===== config.mk =====
export PLATFORM = sky130hd
export DESIGN_NAME = ewh_div
export DESIGN_NICKNAME = d
export VERILOG_FILES = /design/src/rtl/ewh_pkg.sv /design/src/rtl/ewh_div.sv
export SDC_FILE = /design/constraint.sdc
export NUM_CORES = 1
export LEC_CHECK = 0
export BUFFER_PORTS_ARGS = -buffer_cell sky130_fd_sc_hd__buf_4
export CORE_MARGIN = 2
export CORE_UTILIZATION = 35
export CTS_CLUSTER_SIZE = 40
export DETAILED_ROUTE_END_ITERATION = 6
export PLACE_DENSITY_LB_ADDON = 0.25
export SYNTH_ARGS = -nofsm -noshare
export SYNTH_HDL_FRONTEND = slang
export SYNTH_SLANG_ARGS = --single-unit

===== constraint.sdc =====
create_clock -name clock -period 3.73 [get_ports clock]
set_clock_uncertainty 0.15 [all_clocks]
set_input_delay 0.746 -clock clock [delete_from_list [all_inputs] [get_ports clock]]
set_output_delay 0.746 -clock clock [all_outputs]
set_load 0.03 [all_outputs]

===== src/rtl/ewh_pkg.sv =====
`timescale 1ns / 1ps
`default_nettype none

package ewh_pkg;

   localparam int DATA_W      = 64;
   localparam int STEP_W      = $clog2(DATA_W);
   localparam int SEL_W       = 8;
   localparam int BINS_CFG_W  = 9;
   localparam int CSR_INDEX_W = 2;

   localparam logic [CSR_INDEX_W-1:0] CSR_LOWEST = 2'd0;
   localparam logic [CSR_INDEX_W-1:0] CSR_WIDTH  = 2'd1;
   localparam logic [CSR_INDEX_W-1:0] CSR_BINS   = 2'd2;

   localparam logic [BINS_CFG_W-1:0] BINS_RESET = 9'd256;

   typedef enum logic [1:0] {
      MODE_ADD   = 2'd0,
      MODE_MERGE = 2'd1,
      MODE_READ  = 2'd2,
      MODE_CLEAR = 2'd3
   } mode_type;

   typedef enum logic [1:0] {
      BOP_ADD,
      BOP_READ,
      BOP_CLEAR
   } bin_op_type;

   typedef struct packed {
      logic       start;
      bin_op_type op;
   } bin_cmd_type;

   typedef struct packed {
      logic busy;
      logic done;
   } bin_stat_type;

   typedef enum logic [1:0] {
      B_CLEAR,
      B_IDLE,
      B_READ,
      B_WRITE
   } bins_state_type;

   typedef enum logic [2:0] {
      S_IDLE,
      S_DIV_GO,
      S_DIV_WAIT,
      S_BIN_GO,
      S_BIN_WAIT
   } top_state_type;

endpackage

`default_nettype wire


===== src/rtl/ewh_div.sv =====
`timescale 1ns / 1ps
`default_nettype none

module ewh_div (
   input  wire logic                       clock,
   input  wire logic                       reset,
   input  wire logic                       start,
   input  wire logic [ewh_pkg::DATA_W-1:0] dividend,
   input  wire logic [ewh_pkg::DATA_W-1:0] divisor,
   output logic                            done,
   output logic [ewh_pkg::DATA_W-1:0]      quotient
);
   import ewh_pkg::*;

   logic              run_ff, run_in;
   logic              done_ff, done_in;
   logic [STEP_W-1:0] cnt_ff, cnt_in;
   logic [DATA_W-1:0] num_ff, num_in;
   logic [DATA_W-1:0] rem_ff, rem_in;
   logic [DATA_W-1:0] den_ff, den_in;
   logic [DATA_W+1:0] trial;
   logic              fits;

   // restoring division, one quotient bit per cycle; quotient shifts into num_ff
   // a zero divisor always fits, so it yields an all-ones quotient
   always_comb begin
      trial   = {1'b0, rem_ff, num_ff[DATA_W-1]} - {2'b00, den_ff};
      fits    = ~trial[DATA_W+1];
      run_in  = run_ff;
      done_in = 1'b0;
      cnt_in  = cnt_ff;
      num_in  = num_ff;
      rem_in  = rem_ff;
      den_in  = den_ff;
      if (start) begin
         run_in = 1'b1;
         cnt_in = '0;
         num_in = dividend;
         rem_in = '0;
         den_in = divisor;
      end else if (run_ff) begin
         rem_in = fits ? trial[DATA_W-1:0] : {rem_ff[DATA_W-2:0], num_ff[DATA_W-1]};
         num_in = {num_ff[DATA_W-2:0], fits};
         cnt_in = cnt_ff + 1'b1;
         if (cnt_ff == STEP_W'(DATA_W - 1)) begin
            run_in  = 1'b0;
            done_in = 1'b1;
         end
      end
   end

   always_ff @(posedge clock) begin
      if (reset) begin
         run_ff  <= 1'b0;
         done_ff <= 1'b0;
         cnt_ff  <= '0;
      end else begin
         run_ff  <= run_in;
         done_ff <= done_in;
         cnt_ff  <= cnt_in;
      end
      num_ff <= num_in;
      rem_ff <= rem_in;
      den_ff <= den_in;
   end

   assign done     = done_ff;
   assign quotient = num_ff;

   a_no_restart: assert property (@(posedge clock) disable iff (reset)
      start |-> !run_ff)
      else $error("divider restarted while running");

endmodule

`default_nettype wire


Word level (Yosys, flattened, before mapping) --
Index checks and enable logic that the tools add are counted. W data, S select, Z words.
Storage, ports and cells: flip-flop bits (word level) 200, bits of input ports 131
Operators by class: $add $sub $neg 2, equal/unequal tests 1, muxes and demuxes 7, bitwise logic cells 2, reductions and logical operators 3
Operators by type and width (number):
- $mux W64 | 3
- $sub A65 B64 Y66 | 1
- $add A6 B1 Y6 const B | 1
- $eq A6 B6 Y1 const B | 1
- $mux W1 | 4
- $reduce_or A3 Y1 | 1
- $not A1 Y1 | 2
- $reduce_bool A2 Y1 | 1
- $reduce_or A2 Y1 | 1

Depth between registers and ports, before layout --
depth after elaboration 4, gate-level depth with buffers 15

Least setup slack after synthesis --
Ideal clock, no wire load.
path type reg-to-reg, start register num_ff[63] (netlist: quotient[63]), end register rem_ff[60], library setup time 0.116 ns, data arrival time 3.329 ns, required time 3.464 ns, setup slack 0.135 ns, stages on the path, launching flop included 15, buffers on the path 0, period minus slack after synthesis 3.595 ns, cell sequence edfxtp_1 -> inv_1 -> ha_1 -> inv_1 -> fa_1 -> a211oi_1 -> o21ai_1 -> o211a_1 -> o41ai_1 -> o22ai_1 -> or2_1 -> a31oi_1 -> o41ai_1 -> xor2_1 -> a31o_1
On the way: word-level cells in the longest chain between the ends 2
Ends and longest elaborated chain:
- start, declared | RTL line ewh_div.sv:18 | logic [DATA_W-1:0] num_ff, num_in;
- start signal, assigned | RTL line ewh_div.sv:62 | num_ff <= num_in;
- $sub A65 B64 Y66 | RTL line ewh_div.sv:27 | trial = {1'b0, rem_ff, num_ff[DATA_W-1]} - {2'b00, den_ff};
- $mux W64 | RTL line ewh_div.sv:42 | rem_in = fits ? trial[DATA_W-1:0] : {rem_ff[DATA_W-2:0], num_ff[DATA_W-1]};
- end signal, assigned | RTL line ewh_div.sv:63 | rem_ff <= rem_in;
- end, declared | RTL line ewh_div.sv:19 | logic [DATA_W-1:0] rem_ff, rem_in;
Every way passes these cells. A chain may end at the register's enable or synchronous reset.

Final worst setup path --
start register den_ff[37], end register rem_ff[17]
On the way: word-level cells in the longest chain between the ends 2
Ends and longest elaborated chain:
- start, declared | RTL line ewh_div.sv:20 | logic [DATA_W-1:0] den_ff, den_in;
- start signal, assigned | RTL line ewh_div.sv:64 | den_ff <= den_in;
- $sub A65 B64 Y66 | RTL line ewh_div.sv:27
- $mux W64 | RTL line ewh_div.sv:42
Every way passes these cells.

==> out/summary.txt <==
Sequential share of power = 0.437
Sequential Area = 0.00529 mm^2
WL final = 32.6 mm
Bufs on Longest Clock Path = 2
Cell taking the most area after synthesis = edfxtp_1
I/O pin cnt = 196
Total track usage = 0.183
Setup_tns = 0 ps
Fraction of power consumed by the clock network = 0.305
Area grow syn2layout = 22.6%
Filler Cell Count = 3290
Leak pwr = 0.00607 uW
Most frequent cells in the layout = buf_4 (223), edfxtp_1 (128), nor2_1 (106), nand2_1 (98), inv_1 (83)
Vias = 9940
Starting Density = 0.357
Synthesized Nets = 1431
Achievable frequency = 287 MHz
Critical Path AT = 3700 ps
Post-layout min period = 3490 ps
Sw Share = 0.326
Clk root buf = clkbuf_16
Ys async rst share = 0
H-tree Lvls = 4
Crit Path Max Fanout = 18
Antenna cells = 0
Slew margin rel. = 0.420
Clock latency on the worst-skew pair = 460 ps
Average cell area after synthesis = 9.72 um^2
Drt wl/cell = 17.4 um
Sequential fraction of the synthesis area = 0.441
Multi-input logic area = 0.00619 mm^2
Die Y = 189 um
GP Congestion = 0.901
# clock sinks = 200
CTS tree = yes
Clock slew at reported path FFs = 80 ps
Worst Tran Pin Value = 869 ps
Max-slew violation count = 0
Synth area leaders = edfxtp_1 (32%), dfxtp_1 (12%), ha_1 (6.8%), mux2_2 (6.0%), nor2_1 (3.3%)
Post-route ant nets = 0
Switching pwr = 1990 uW
Final period utilization = 0.935
PwrDens = 415 mW/mm^2
Die Span X = 189 um
Initial antenna violation count = 0
First-pass DRT Iterations = 7
GR Overflow Total = 0
Post-synth top area share = 0.320
DR iter-0 viols = 483
Hold-fix buffers at CTS = 0
Drt via density = 5.32
CP startpoint kind = register
Final Setup Violations = 0
Crit path required time = 3940 ps
Largest net degree at the start of global routing = 76
Synth warnings = 0
DRC errors left = 0
Commonest non-fill, non-tap cell in the layout = buf_4
Min Hold Slack = 292 ps
DP HPWL = 23.8 mm
Final hold vios = 0
Most used DFF post-synth = edfxtp_1
Post-synthesis cell area = 0.0120 mm^2
Number of library cell types mapped by synthesis = 72
Pint = 4120 uW
Nets = 1606
Status = completed
Die area = 0.0358 mm^2
Power Total = 6110 uW
Critical path endpoint category = register
Port buffer count = 195
Number of flops mapped to enable cells by yosys = 128
Combinational power share = 0.258
Critical path type = register to register
First-pass GRT wire length = 51.8 mm
Max Cap Viol = 0
Peak supply drop = 0.361 mV
Syn Inst Count = 1234
Row count = 67
Core ar. = 0.0336 mm^2
Num CTS Buffers = 17
RSZ-0062 raised after global routing = false
Worst hold path class = primary input to register
Share of layout cells above drive strength 1 = 0.246
Vias in the first global route = 9788
Flop and latch count out of synthesis = 200
==> critical path: stages (launching register included) <==
cell      delay, ps
edfxtp_1        360
inv_1            70
ha_2            310
and3_1          240
and2_1          200
a221o_1         380
a21oi_2         180
o2111a_1        230
o21ai_4         130
a211oi_4        360
nor2_4          100
buf_4           240
mux2i_1         150
a211oi_1        270
==> synthesized netlist by cell type (18+ instances only) <==
master and n:
nand2_1 99, clkbuf_1 61, inv_1 84, xnor2_1 37, a21o_1 35, mux2_2 64
dfxtp_1 72, xor2_1 20, nor2_1 107, nand4_1 27, o21ai_0 47, a21oi_1 78
o211ai_1 18, ha_1 65, nand3_1 29, mux2i_1 30, a211oi_1 34, edfxtp_1 128
==> power by group through the flow <==
stage	registers (uW)	logic [uW]	clock network, uW
global placement	2710	1540	0
detailed placement	2720	1550	0
CTS	2670	1550	1930
global route	2690	1730	2010
floorplan	2830	900	0
finish	2670	1580	1860
==> layer usage <==
metal  global-route usage  wire length, um  up-vias
li1                     -                -     4902
met1                0.234            14600     4680
met2                0.291            14700      317
met3               0.0591             2550       41
met4               0.0649              738        0
met5                    0                0        -
==> stage by stage <==
step           worst slack, ps  area [um^2]  instances   util
2_1_floorplan              135        12000       1234      -
3_3_place_gp               123        14000       1833  0.417
3_5_place_dp              70.5        14000       1833  0.417
4_1_cts                   31.5        14600       1865  0.434
5_1_grt                   11.2        14700       1870  0.438
6_report                   243        14700       1870  0.438
==> state kept, by name, summed over array words and instances (netlist names) <==
register and count:
rem_ff 64, done 1, run_ff 1, den_ff 64
cnt_ff 6, quotient 64
==> cells by family after synthesis <==
group	count (synthesis)	synth area share
AOI/OAI and AO/OA	327	0.184
DFF	200	0.441
adders and majority gates	66	0.0695
and+or+nand+nor	332	0.127
muxes	95	0.0860
buffers and inverters	157	0.0510
xor gates and xnor gates	57	0.0416
==> timing repair <==
item                       in CTS  in global routing
gates resized for setup         0                 15
buffers inserted                0                  5
setup endpoints to repair       0                 36
==> path summary, 6_finish.rpt <==
path,from,depth (start not counted),to,slack [ps]
max reg2reg,den_ff[37]$_DFFE_PP_,13,rem_ff[17]$_SDFFE_PP0P_,240
min,reset,2,run_ff$_SDFF_PP0_,290
max,den_ff[37]$_DFFE_PP_,13,rem_ff[17]$_SDFFE_PP0P_,240
min reg2reg,rem_ff[31]$_SDFFE_PP0P_,2,rem_ff[32]$_SDFFE_PP0P_,340
==> cell type report <==
type / count / share of cell area
inverters: 84 / 0.0214
clock buffers: 18 / 0.0292
repair buffers: 229 / 0.121
flip-flops and latches: 200 / 0.359
clock inverters: 14 / 0.0105
well taps: 448 / 0.0381
multi-input cells: 877 / 0.421
No activity file was read; power rests on OpenSTA's default activity.
